<file path="src/hw/rtl/fpa_pkg.sv">
package fpa_pkg;

    // Default sizes handed to the top level
    localparam int NUM_PARTITIONS_DEF = 16;
    localparam int NUM_SLOTS_DEF      = 16;

    // Configuration register map
    localparam int CFG_INDEX_W = 1;
    localparam int CFG_DATA_W  = 32;
    localparam logic [CFG_INDEX_W-1:0] CFG_PARTITION_SIZE = 1'd0;
    localparam logic [CFG_INDEX_W-1:0] CFG_BASE_ADDRESS   = 1'd1;

    // Reset values of the configuration registers
    localparam logic [15:0] PARTITION_SIZE_RST = 16'd1024;
    localparam logic [31:0] BASE_ADDRESS_RST   = 32'd10240;

    localparam int JOB_W = 8;

    typedef enum logic [1:0] {
        STATUS_OK    = 2'd0,
        STATUS_NOFIT = 2'd1,
        STATUS_FULL  = 2'd2,
        STATUS_NOJOB = 2'd3
    } status_t;

    typedef enum logic [1:0] {
        ST_IDLE,
        ST_SEARCH,
        ST_ADDR
    } state_t;

    localparam logic KIND_ALLOCATE = 1'b0;
    localparam logic KIND_RECLAIM  = 1'b1;

    typedef struct packed {
        logic             kind;
        logic [JOB_W-1:0] job_id;
        logic [15:0]      request_length;
    } fpa_in_t;

    typedef struct packed {
        status_t     status;
        logic [31:0] start_address;
        logic [3:0]  partition_index;
    } fpa_out_t;

    // Update strobes broadcast to every cell of both rows
    typedef struct packed {
        logic alloc_en;
        logic free_en;
    } fpa_cmd_t;

endpackage

</file>
<file path="src/hw/rtl/fixed_partition_allocator.sv">
// Channel | Signals                     | Beat
// --------+-----------------------------+--------------------------------------
// in      | in_valid in_ready in_data   | kind, job_id, request_length
// out     | out_valid out_ready out_data| status, start_address, partition_index
// cfg     | cfg_we cfg_index cfg_data   | 0 partition_size, 1 base_address
//
// A request goes through these steps from accept to result: latch, one pass down
// the partition and slot cell rows (priority chains plus state update), then
// the start address multiply-add into the output register.
// A new request is taken once the previous one has left the address stage;
// a waiting result does not block it. Reset clears all cells at once.
// A stalled output holds the address stage until out_ready.
module fixed_partition_allocator #(
    parameter int NUM_PARTITIONS = fpa_pkg::NUM_PARTITIONS_DEF,
    parameter int NUM_SLOTS      = fpa_pkg::NUM_SLOTS_DEF
) (
    input  logic                             clk,
    input  logic                             rst_n,
    input  logic                             cfg_we,
    input  logic [fpa_pkg::CFG_INDEX_W-1:0]  cfg_index,
    input  logic [fpa_pkg::CFG_DATA_W-1:0]   cfg_data,
    input  logic                             in_valid,
    output logic                             in_ready,
    input  fpa_pkg::fpa_in_t                 in_data,
    output logic                             out_valid,
    input  logic                             out_ready,
    output fpa_pkg::fpa_out_t                out_data
);

    localparam int IW = (NUM_PARTITIONS > 1) ? $clog2(NUM_PARTITIONS) : 1;

    // configuration
    logic [15:0] size_reg;
    logic [31:0] base_reg;

    always_ff @(posedge clk or negedge rst_n)
    begin
        if (!rst_n)
        begin
            size_reg <= fpa_pkg::PARTITION_SIZE_RST;
            base_reg <= fpa_pkg::BASE_ADDRESS_RST;
        end
        else if (cfg_we)
        begin
            case (cfg_index)
                fpa_pkg::CFG_PARTITION_SIZE: size_reg <= cfg_data[15:0];
                fpa_pkg::CFG_BASE_ADDRESS:   base_reg <= cfg_data;
                default: ;
            endcase
        end
    end

    // control
    fpa_pkg::state_t  state_reg;
    fpa_pkg::state_t  state_next;
    fpa_pkg::fpa_in_t req_reg;
    fpa_pkg::status_t status_reg;
    fpa_pkg::status_t status_next;
    logic [IW-1:0]    idx_reg;
    logic [IW-1:0]    idx_next;
    fpa_pkg::fpa_out_t out_reg;
    logic             out_valid_reg;
    logic             out_free;
    logic             load_out;
    logic             do_alloc;
    logic             do_free;
    fpa_pkg::fpa_cmd_t cmd;

    // cell chains
    logic          p_found [NUM_PARTITIONS+1];
    logic [IW-1:0] p_idx   [NUM_PARTITIONS+1];
    logic          s_empty [NUM_SLOTS+1];
    logic          s_match [NUM_SLOTS+1];
    logic [IW-1:0] s_part  [NUM_SLOTS+1];
    logic          fit;

    assign fit        = size_reg >= req_reg.request_length;
    assign p_found[0] = 1'b0;
    assign p_idx[0]   = '0;
    assign s_empty[0] = 1'b0;
    assign s_match[0] = 1'b0;
    assign s_part[0]  = '0;

    genvar gp;
    generate
        for (gp = 0; gp < NUM_PARTITIONS; gp++)
        begin : g_part
            fpa_part_cell #(
                .IW       (IW),
                .CELL_IDX (gp)
            ) u_cell (
                .clk       (clk),
                .rst_n     (rst_n),
                .cmd       (cmd),
                .fit       (fit),
                .free_idx  (s_part[NUM_SLOTS]),
                .found_in  (p_found[gp]),
                .idx_in    (p_idx[gp]),
                .found_out (p_found[gp+1]),
                .idx_out   (p_idx[gp+1])
            );
        end
    endgenerate

    genvar gs;
    generate
        for (gs = 0; gs < NUM_SLOTS; gs++)
        begin : g_slot
            fpa_slot_cell #(
                .IW (IW)
            ) u_cell (
                .clk       (clk),
                .rst_n     (rst_n),
                .cmd       (cmd),
                .job       (req_reg.job_id),
                .alloc_idx (p_idx[NUM_PARTITIONS]),
                .empty_in  (s_empty[gs]),
                .empty_out (s_empty[gs+1]),
                .match_in  (s_match[gs]),
                .part_in   (s_part[gs]),
                .match_out (s_match[gs+1]),
                .part_out  (s_part[gs+1])
            );
        end
    endgenerate

    // decide the outcome from the chain ends
    always_comb
    begin
        status_next = fpa_pkg::STATUS_OK;
        idx_next    = '0;
        do_alloc    = 1'b0;
        do_free     = 1'b0;
        if (req_reg.kind == fpa_pkg::KIND_ALLOCATE)
        begin
            if (req_reg.job_id == '0)
            begin
                status_next = fpa_pkg::STATUS_FULL;
            end
            else if (!p_found[NUM_PARTITIONS])
            begin
                status_next = fpa_pkg::STATUS_NOFIT;
            end
            else if (!s_empty[NUM_SLOTS])
            begin
                status_next = fpa_pkg::STATUS_FULL;
            end
            else
            begin
                idx_next = p_idx[NUM_PARTITIONS];
                do_alloc = 1'b1;
            end
        end
        else
        begin
            if (s_match[NUM_SLOTS])
            begin
                idx_next = s_part[NUM_SLOTS];
                do_free  = 1'b1;
            end
            else
            begin
                status_next = fpa_pkg::STATUS_NOJOB;
            end
        end
    end

    assign out_free = !out_valid_reg || out_ready;

    // next state
    always_comb
    begin
        state_next = state_reg;
        case (state_reg)
            fpa_pkg::ST_IDLE:
            begin
                if (in_valid)
                begin
                    state_next = fpa_pkg::ST_SEARCH;
                end
            end
            fpa_pkg::ST_SEARCH:
            begin
                state_next = fpa_pkg::ST_ADDR;
            end
            fpa_pkg::ST_ADDR:
            begin
                if (out_free)
                begin
                    state_next = fpa_pkg::ST_IDLE;
                end
            end
            default:
            begin
                state_next = fpa_pkg::ST_IDLE;
            end
        endcase
    end

    // state outputs
    always_comb
    begin
        in_ready     = 1'b0;
        cmd.alloc_en = 1'b0;
        cmd.free_en  = 1'b0;
        load_out     = 1'b0;
        case (state_reg)
            fpa_pkg::ST_IDLE:
            begin
                in_ready = 1'b1;
            end
            fpa_pkg::ST_SEARCH:
            begin
                cmd.alloc_en = do_alloc;
                cmd.free_en  = do_free;
            end
            fpa_pkg::ST_ADDR:
            begin
                load_out = out_free;
            end
            default: ;
        endcase
    end

    // start address: base + index * size, wraps at 32 bits
    logic [IW+15:0]    prod;
    logic [IW+3:0]     idx_ext;
    fpa_pkg::fpa_out_t out_next;

    assign prod    = {{16{1'b0}}, idx_reg} * {{IW{1'b0}}, size_reg};
    assign idx_ext = {4'b0000, idx_reg};

    always_comb
    begin
        out_next.status          = status_reg;
        out_next.start_address   = '0;
        out_next.partition_index = '0;
        if (status_reg == fpa_pkg::STATUS_OK)
        begin
            out_next.start_address   = base_reg + 32'(prod);
            out_next.partition_index = idx_ext[3:0];
        end
    end

    always_ff @(posedge clk or negedge rst_n)
    begin
        if (!rst_n)
        begin
            state_reg     <= fpa_pkg::ST_IDLE;
            out_valid_reg <= 1'b0;
        end
        else
        begin
            state_reg <= state_next;
            if (load_out)
            begin
                out_valid_reg <= 1'b1;
            end
            else if (out_ready)
            begin
                out_valid_reg <= 1'b0;
            end
        end
    end

    // payload registers
    always_ff @(posedge clk)
    begin
        if (in_valid && in_ready)
        begin
            req_reg <= in_data;
        end
        if (state_reg == fpa_pkg::ST_SEARCH)
        begin
            status_reg <= status_next;
            idx_reg    <= idx_next;
        end
        if (load_out)
        begin
            out_reg <= out_next;
        end
    end

    assign out_valid = out_valid_reg;
    assign out_data  = out_reg;

endmodule

</file>
<file path="src/hw/rtl/fpa_part_cell.sv">
module fpa_part_cell #(
    parameter int IW       = 4,
    parameter int CELL_IDX = 0
) (
    input  logic              clk,
    input  logic              rst_n,
    input  fpa_pkg::fpa_cmd_t cmd,
    input  logic              fit,
    input  logic [IW-1:0]     free_idx,
    input  logic              found_in,
    input  logic [IW-1:0]     idx_in,
    output logic              found_out,
    output logic [IW-1:0]     idx_out
);

    localparam logic [IW-1:0] MY_IDX = IW'(CELL_IDX);

    logic busy_reg;
    logic busy_next;
    logic sel;

    // first free partition that fits wins; lower cells block the rest
    assign sel       = !found_in && !busy_reg && fit;
    assign found_out = found_in || (!busy_reg && fit);
    assign idx_out   = sel ? MY_IDX : idx_in;

    always_comb
    begin
        busy_next = busy_reg;
        if (cmd.alloc_en && sel)
        begin
            busy_next = 1'b1;
        end
        else if (cmd.free_en && free_idx == MY_IDX)
        begin
            busy_next = 1'b0;
        end
    end

    always_ff @(posedge clk or negedge rst_n)
    begin
        if (!rst_n)
        begin
            busy_reg <= 1'b0;
        end
        else
        begin
            busy_reg <= busy_next;
        end
    end

endmodule

</file>
<file path="src/hw/rtl/fpa_slot_cell.sv">
module fpa_slot_cell #(
    parameter int IW = 4
) (
    input  logic                     clk,
    input  logic                     rst_n,
    input  fpa_pkg::fpa_cmd_t        cmd,
    input  logic [fpa_pkg::JOB_W-1:0] job,
    input  logic [IW-1:0]            alloc_idx,
    input  logic                     empty_in,
    output logic                     empty_out,
    input  logic                     match_in,
    input  logic [IW-1:0]            part_in,
    output logic                     match_out,
    output logic [IW-1:0]            part_out
);

    logic [fpa_pkg::JOB_W-1:0] job_reg;
    logic [fpa_pkg::JOB_W-1:0] job_next;
    logic [IW-1:0]             part_reg;
    logic [IW-1:0]             part_next;
    logic                      is_empty;
    logic                      hit;
    logic                      empty_sel;
    logic                      match_sel;

    // empty chain: first free slot; match chain: first slot holding the job
    assign is_empty  = job_reg == '0;
    assign hit       = (job != '0) && (job_reg == job);
    assign empty_sel = !empty_in && is_empty;
    assign match_sel = !match_in && hit;
    assign empty_out = empty_in || is_empty;
    assign match_out = match_in || hit;
    assign part_out  = match_sel ? part_reg : part_in;

    always_comb
    begin
        job_next  = job_reg;
        part_next = part_reg;
        if (cmd.alloc_en && empty_sel)
        begin
            job_next  = job;
            part_next = alloc_idx;
        end
        else if (cmd.free_en && match_sel)
        begin
            job_next  = '0;
            part_next = '0;
        end
    end

    always_ff @(posedge clk or negedge rst_n)
    begin
        if (!rst_n)
        begin
            job_reg  <= '0;
            part_reg <= '0;
        end
        else
        begin
            job_reg  <= job_next;
            part_reg <= part_next;
        end
    end

endmodule
</file>
<file path="config.mk">
export PLATFORM = sky130hd
export DESIGN_NAME = fixed_partition_allocator
export DESIGN_NICKNAME = d
export VERILOG_FILES = /design/src/hw/rtl/fpa_pkg.sv /design/src/hw/rtl/fixed_partition_allocator.sv /design/src/hw/rtl/fpa_part_cell.sv /design/src/hw/rtl/fpa_slot_cell.sv
export SDC_FILE = /design/constraint.sdc
export NUM_CORES = 1
export LEC_CHECK = 0
export ABC_AREA = 1
export BUFFER_PORTS_ARGS = -buffer_cell sky130_fd_sc_hd__buf_4
export CAP_MARGIN = 20
export CELL_PAD_IN_SITES_DETAIL_PLACEMENT = 0
export CELL_PAD_IN_SITES_GLOBAL_PLACEMENT = 1
export CORE_MARGIN = 1.5
export CORE_UTILIZATION = 47
export CTS_CLUSTER_DIAMETER = 40
export DETAILED_ROUTE_END_ITERATION = 6
export GPL_ROUTABILITY_DRIVEN = 0
export PLACE_DENSITY = 0.87
export SYNTH_ARGS = -nofsm -noshare
export SYNTH_HDL_FRONTEND = slang
export SYNTH_SLANG_ARGS = --single-unit
</file>
<file path="constraint.sdc">
create_clock -name clk -period 5.43 [get_ports clk]
set_clock_uncertainty 0.2 [all_clocks]
set_input_delay 0.2715 -clock clk [delete_from_list [all_inputs] [get_ports clk]]
set_output_delay 0.2715 -clock clk [all_outputs]
set_load 0.01 [all_outputs]
</file>
==> metrics.md, run 1 <==
| Metric | Value |
|---|---|
| Status | complete, no violations |
| Final setup TNS | 0 ns |
| Initial antenna violation count | 0 |
| IO Count | about 100 |
| Crit. End Element | flop |
| Crit path max fanout | 7 |
| DIE HEIGHT | ~210 um |
| CTS HTree Levels | 2 |
| Post-CTS setup repair buffer count | 0 |
| RSZ-0062 raised after global routing | no |
| Number of max-cap violations | 0 |
| PD cells | about 460 nW/um^2 |
| Largest net degree at the start of global routing | around 160 |
| Crit start category | flop |
| Worst-Skew Late Latency | approximately 0.6 ns |
| Final cell count without fillers | roughly 3,200 |
| Number of synthesized flops with an enable pin | ~70 |
| Slew Viols, Final | 0 |
| Fraction of layout cells with a size suffix above 1 | 11.61% |
| Area after DPL | 21,290 um^2 |
| ANT nets after route | 0 |
| Headroom to the max-slew limit | between 30% and 40% |
| Mapped Nets | 2,665 |
| Post-Syn Instances | 2,511 |
| Crit Reg-Reg Startpoint | idx_reg[1]$_DFFE_PN_ |
| WS Path Type | reg -> reg |
| Synth cell count leaders | nand2_1, nand3_1, inv_1, dfrtp_1, nor2_1 |
| CTS buffer count | between 50 and 60 |
| Max reg flops | about 130 |
| Data required, critical path | ~5.7 ns |
| FILL cells | approximately 3,800 |
| Clock Tree Buf Depth | 3 |
| Min Tclk post-route | approximately 5.0 ns |
| Yosys reg bits | around 330 |
| Worst Setup SP | idx_reg[1]$_DFFE_PN_ |
| Mapped cell area | around 20,000 um^2 |
| Initial Utilization | a little under half |
| Site Rows | 75 |
| Design Area, Final | roughly 24,000 um^2 |
| Post-synth top area cell | dfrtp_1 |
| Vias | 17,772 |
| Worst Max-Slew Pin Slew | roughly 1.0 ns |
| Initial DRT Pass Iterations | 5 |
| PortBufs | roughly 100 |
| CTS tree | yes |
| Top-count cell post-synth | nand2_1 |
| Avg Cell Area, Syn | roughly 8.0 um^2 |
| Area of the core | 42,040 um^2 |
| Achievable clock frequency | between 200 and 250 MHz |
| GR Overflow Total | 0 |
| Antenna diode instance count | 0 |
| WP data arrival | 5.19 ns |
| Peak supply drop | 0.2890 mV |
| Vias in the first global route | 17,181 |
| HPWL Detailed | between 30,000 and 40,000 um |
| Main area contributors after synthesis | dfrtp_1, nand3_1, nand2_1 |
| First-iteration detailed-routing DRC count | ~1,400 |
| Final hold violation count | 0 |
| Post-synthesis sequential area ratio | 42.72% |
| Die X | approximately 210 um |
| GRT Total Usage | 25.34% |
| Total Wirelength | approximately 55,000 um |
| CTS Root Cell | clkbuf_16 |
| Yosys warns | 0 |
| Vias per cell | roughly 5.5 |
| DRC Markers | 0 |
| Synth async-reset ratio | roughly four fifths |
| Nets | 2,805 |
| Post-synth top area share | a little under a third |
| HP Class | in -> reg |
| Clock Sinks | 328 |
| Worst-path clk slew | about 0.060 ns |
| Placed instance count | 3,073 |
| Tcrit/Tclk final | 91.60% |
| Synth cell types | 50 |
| Area Overhead vs Synth | 18.94% |
| Die Area | roughly 44,000 um^2 |
| DR WL/cell | about 17 um |
| Final setup fails | 0 |
| Tot Pwr | between 10 and 15 mW |
| Primary FF master, synth | dfrtp_1 |
| Min-delay src | cfg_we |
| First-pass GRT wire length | just under 90,000 um |
| LEAKAGE | ~12 nW |
-- cells by family after synthesis --
logic type	synth area share, %
AO/OA/AOI/OAI	4.154
XOR/XNOR	4.110
adder cells (fa/ha/maj)	7.371
buffers and inverters	8.721
flip-flops	42.72
multiplexers	0.5060
AND/OR/NAND/NOR	32.41
-- final timing paths --
path | cells after the start | slack [ns] | end
worst max-delay path | 24 | 0.46 | out_data[33]$_SDFFCE_PP0P_
worst min-delay path | 5 | 0.09 | base_reg[11]$_DFFE_PN1P_
worst max register to register | 24 | 0.46 | out_data[33]$_SDFFCE_PP0P_
worst min register to register | 0 | 0.24 | out_data[37]$_DFFE_PP_
max in group asynchronous | 3 | 3.59 | base_reg[7]$_DFFE_PN0P_
min in group asynchronous | 2 | 0.14 | g_slot[7].u_cell.job_reg[7]$_DFFE_PN0P_
-- cell type report --
class	instances	area (um^2)	area share (%)
timing repair buffer	218	1844	7.742
inverter	288	1084	4.548
multi-input combinational	1761	9759	40.97
clock inverter	34	407.9	1.712
clock buffer	68	1496	6.282
tap	539	674.4	2.831
sequential	328	8557	35.92
-- cells in the final DEF (no fill, tap or decap), types with 30 or more instances in the layout --
cell	instances
nand2_1	561
nand3_1	477
inv_1	282
dfrtp_1	256
nor2_1	188
buf_4	153
edfxtp_1	69
o21ai_0	64
dlygate4sd3_1	60
a21oi_1	59
nand4_1	58
xnor2_1	56
clkbuf_16	56
ha_1	46
fa_1	45
xor2_1	38
nor3_1	34
nor4_1	30
-- worst max-delay path, cell delays in order (launching register included) --
cell and delay, ns:
edfxtp_1 0.46, nand2_1 0.11, fa_1 0.56, fa_1 0.43, fa_1 0.49, inv_1 0.04
ha_1 0.32, nand2_1 0.06, inv_1 0.06, o21ai_0 0.07, nand2_1 0.11, nand3_1 0.10
a21boi_0 0.24, nor2_1 0.07, nor2_1 0.09, nor2_1 0.07, o21ai_1 0.20, nand2_1 0.07
nand2_1 0.11, a21oi_1 0.11, o21ai_1 0.21, nand2_1 0.17, nor2_1 0.18, a21oi_1 0.09
nor3_1 0.17
-- metrics by stage --
stage	utilization, %	hold WS, ns	worst slack (ns)
5_1_grt	56.67	0.1636	0.08147
2_1_floorplan	-	-0.2241	0.4167
3_5_place_dp	50.63	0.2382	0.2764
3_3_place_gp	50.63	0.2357	0.4159
6_report	56.67	0.09185	0.4562
4_1_cts	56.59	0.07981	0.2550
-- routing by layer --
metal	up-vias	GRT usage, %	wire length (um)
li1	8526	-	-
met1	8556	33.66	23800
met2	568	42.08	26200
met3	122	4.624	3439
met4	0	7.971	1426
met5	-	0	0
-- where the power goes --
part	switching [mW]	leakage [nW]	internal, mW
clock network	1.29	0.933	2.29
registers	0.422	4.08	3.09
logic	2.51	7.26	1.37
-- repair_timing --
item,in CTS,in global routing
endpoints found under the hold margin,193,0
endpoints found under the setup margin,0,8
resized for setup,0,4
hold buffers,60,0
(Power assumes the default switching activity.)
==> run 2: changes to the inputs <==
--- a/config.mk
+++ b/config.mk
@@ -10,6 +10,7 @@
 export CAP_MARGIN = 20
 export CELL_PAD_IN_SITES_DETAIL_PLACEMENT = 0
 export CELL_PAD_IN_SITES_GLOBAL_PLACEMENT = 1
+export CORE_ASPECT_RATIO = 0.7
 export CORE_MARGIN = 1.5
 export CORE_UTILIZATION = 47
 export CTS_CLUSTER_DIAMETER = 40
==> constraint.sdc (replaced) <==
create_clock -name clk -period 5 [get_ports clk]
set_clock_uncertainty 0.2 [all_clocks]
set_input_delay 0.25 -clock clk [delete_from_list [all_inputs] [get_ports clk]]
set_output_delay 0.25 -clock clk [all_outputs]
set_load 0.01 [all_outputs]
==> run 2 against run 1 <==
Net effect: maximum frequency grew 5.6%; global-route usage up 2.4 points; final cell count increased by 0.37%; via count is 1.3% higher; routed wire length increased by 11%; highest routed layer unchanged; sequential share of layout area increased by 0.32 points; flip-flop and latch count is the same.
==> metrics.md, run 2 (same netlist as run 1, synthesis figures left out) <==
| Metric | Value |
|---|---|
| Status | complete, no violations |
| DRC Markers | 0 (unchanged) |
| Min Tclk post-route | 4.712 ns (-0.2615 ns) |
| Clock Tree Buf Depth | 3 (unchanged) |
| First-iteration detailed-routing DRC count | 2,078 (+52%) |
| First-pass GRT wire length | 95,360 um (+6.8%) |
| CP cell instances | nand2_1 > fa_1 > fa_1 > fa_1 > inv_1 > ha_1 > nand3_1 > nand3b_1 > nand2_1 > nand2_1 > a21oi_1 > o21ai_0 > a21oi_1 > o21ai_0 > nand4_1 > nand2_1 > a21o_1 > a21oi_4 > inv_1 > nand2_1 > o21ai_0 > a21oi_1 |
| Total Wirelength | 60,790 um (+11%) |
| CP max stage cell | fa_1 |
| Tot Pwr | 11.57 mW (+5.4%) |
| Reg2Reg Setup Slack | 0.29 ns (-0.17 ns) |
| Number of max-cap violations | 0 (unchanged) |
| Most frequent cells in the layout | nand2_1, nand3_1, inv_1, dfrtp_1, nor2_1 |
| WP data arrival | 4.93 ns (-0.26 ns) |
| Tcrit/Tclk final | 94.25% (+2.6 points) |
| Worst Max-Slew Pin Slew | 1.149 ns (+0.1283 ns) |
| Peak supply drop | 0.2323 mV (-20%) |
| DIE HEIGHT | 175.7 um (-16%) |
| Crit start category | flop |
| Final setup fails | 0 (unchanged) |
| WS Path Type | reg -> reg |
| Worst-path clk slew | 0.06 ns (about the same) |
| ANT nets after route | 0 (unchanged) |
| Final hold violation count | 0 (unchanged) |
| Commonest non-fill, non-tap cell in the layout | nand2_1 |
| HPWL Detailed | 42,330 um (+15%) |
| CTS tree | yes |
| Clock Sinks | 328 (unchanged) |
| GRT Total Usage | 27.75% (+2.4 points) |
| Antenna diode instance count | 0 (unchanged) |
| IO Count | 103 (unchanged) |
| PortBufs | 102 (unchanged) |
| Nets | 2,812 (+0.25%) |
| Vias | 18,001 (+1.3%) |
| LEAKAGE | 12.16 nW (-0.89%) |
| Area Overhead vs Synth | 17.92% |
| Max reg flops | 128 (unchanged) |
| Slew Viols, Final | 0 (unchanged) |
| Vias per cell | 5.542 (+0.91%) |
| Largest net degree at the start of global routing | 102 (-36%) |
| DR WL/cell | 18.72 um (+10%) |
| Design Area, Final | 23,620 um^2 (-0.86%) |
| Site Rows | 63 (-16%) |
| Fraction of layout cells with a size suffix above 1 | 11.91% (+0.30 points) |
| Area of the core | 42,170 um^2 (+0.31%) |
| Initial antenna violation count | 0 (unchanged) |
| Worst-Skew Late Latency | 0.57 ns (-0.03 ns) |
| Most frequent CP cell | nand2_1 |
| Slowest cell delay on critical path | 0.53 ns (-0.03 ns) |
| Achievable clock frequency | 212.2 MHz (+5.6%) |
| Initial Utilization | 47.49% (-0.15 points) |
| Headroom to the max-slew limit | 23.31% (-8.2 points) |
| PD cells | 489.8 nW/um^2 (+6.3%) |
| Area after DPL | 21,440 um^2 (+0.72%) |
| GR Overflow Total | 0 (unchanged) |
| Die Area | 43,880 um^2 (about the same) |
| CTS Root Cell | clkbuf_16 |
| Initial DRT Pass Iterations | 5 (unchanged) |
| Hold WS | 0.08950 ns (-0.002346 ns) |
| Die X | 249.7 um (+19%) |
| Vias in the first global route | 16,816 (-2.1%) |
| Crit path max fanout | 6 (-1) |
| Crit. End Element | flop |
| CTS HTree Levels | 2 (unchanged) |
| HP Class | in -> async |
| Data required, critical path | 5.22 ns (-0.43 ns) |
| CTS buffer count | 46 (-15%) |
-- run 2: stage by stage --
stage                     util [%]  setup slack (ns)  instances  setup TNS [ns]
after detailed placement     50.84         -0.005842       3100       -0.005842
final                        56.00            0.2877       3248               0
after floorplan                  -           0.06123       2511               0
after global routing         56.00          -0.01061       3248        -0.02375
after global placement       50.78            0.1114       3099               0
after CTS                    55.83           0.05966       3246               0
-- run 2: timing repair --
item	in CTS	in global routing
cloned	0	0
resized for setup	1	11
hold endpoints to repair	174	0
hold buffers	60	0
pin swaps	0	1
setup endpoints to repair	3	14
buffers inserted	0	1
-- run 2: layout make-up --
type / instances / area, um^2
repair buffers: 233 / 1997
fillers: 3814 / 18550
clock buffers: 56 / 1262
well taps: 552 / 690.7
clock inverters: 30 / 242.7
inverters: 288 / 1084
multi-input cells: 1761 / 9783
flip-flops and latches: 328 / 8558
-- run 2: worst max-delay path, delay by kind of cell (launching register included) --
kind	cells	cell delay, ns
AO/OA/AOI/OAI	8	1.34
buffers and inverters	2	0.15
AND/OR/NAND/NOR	8	0.72
flip-flops	1	0.40
adder cells (fa/ha/maj)	4	1.77
-- run 2: metal layers --
layer	wire length, um	up-vias	track usage [%]
met5	0	-	0
met4	1134	0	6.529
met3	5895	84	6.269
met2	24640	704	38.10
met1	29130	8674	43.60
li1	-	8539	-
-- run 2: power breakdown --
group	internal (mW)	total [mW]	switching, mW	leakage [nW]
registers	3.36	3.84	0.485	4.08
logic	1.59	4.53	2.94	7.36
clock network	1.84	3.19	1.35	0.725
total	6.79	11.6	4.78	12.2
-- run 2: worst paths after layout --
path                                    startpoint                    endpoint  cells after the start
max reg2reg                   idx_reg[2]$_DFFE_PN_  out_data[30]$_SDFFCE_PP0P_                     22
min in group clk                            cfg_we    base_reg[11]$_DFFE_PN1P_                      4
max in group asynchronous                    rst_n    state_reg[0]$_DFFE_PN0P_                      3
min reg2reg                status_reg[1]$_DFFE_PN_      out_data[37]$_DFFE_PP_                      0
max                           idx_reg[2]$_DFFE_PN_  out_data[30]$_SDFFCE_PP0P_                     22
min                                          rst_n    base_reg[29]$_DFFE_PN0P_                      2
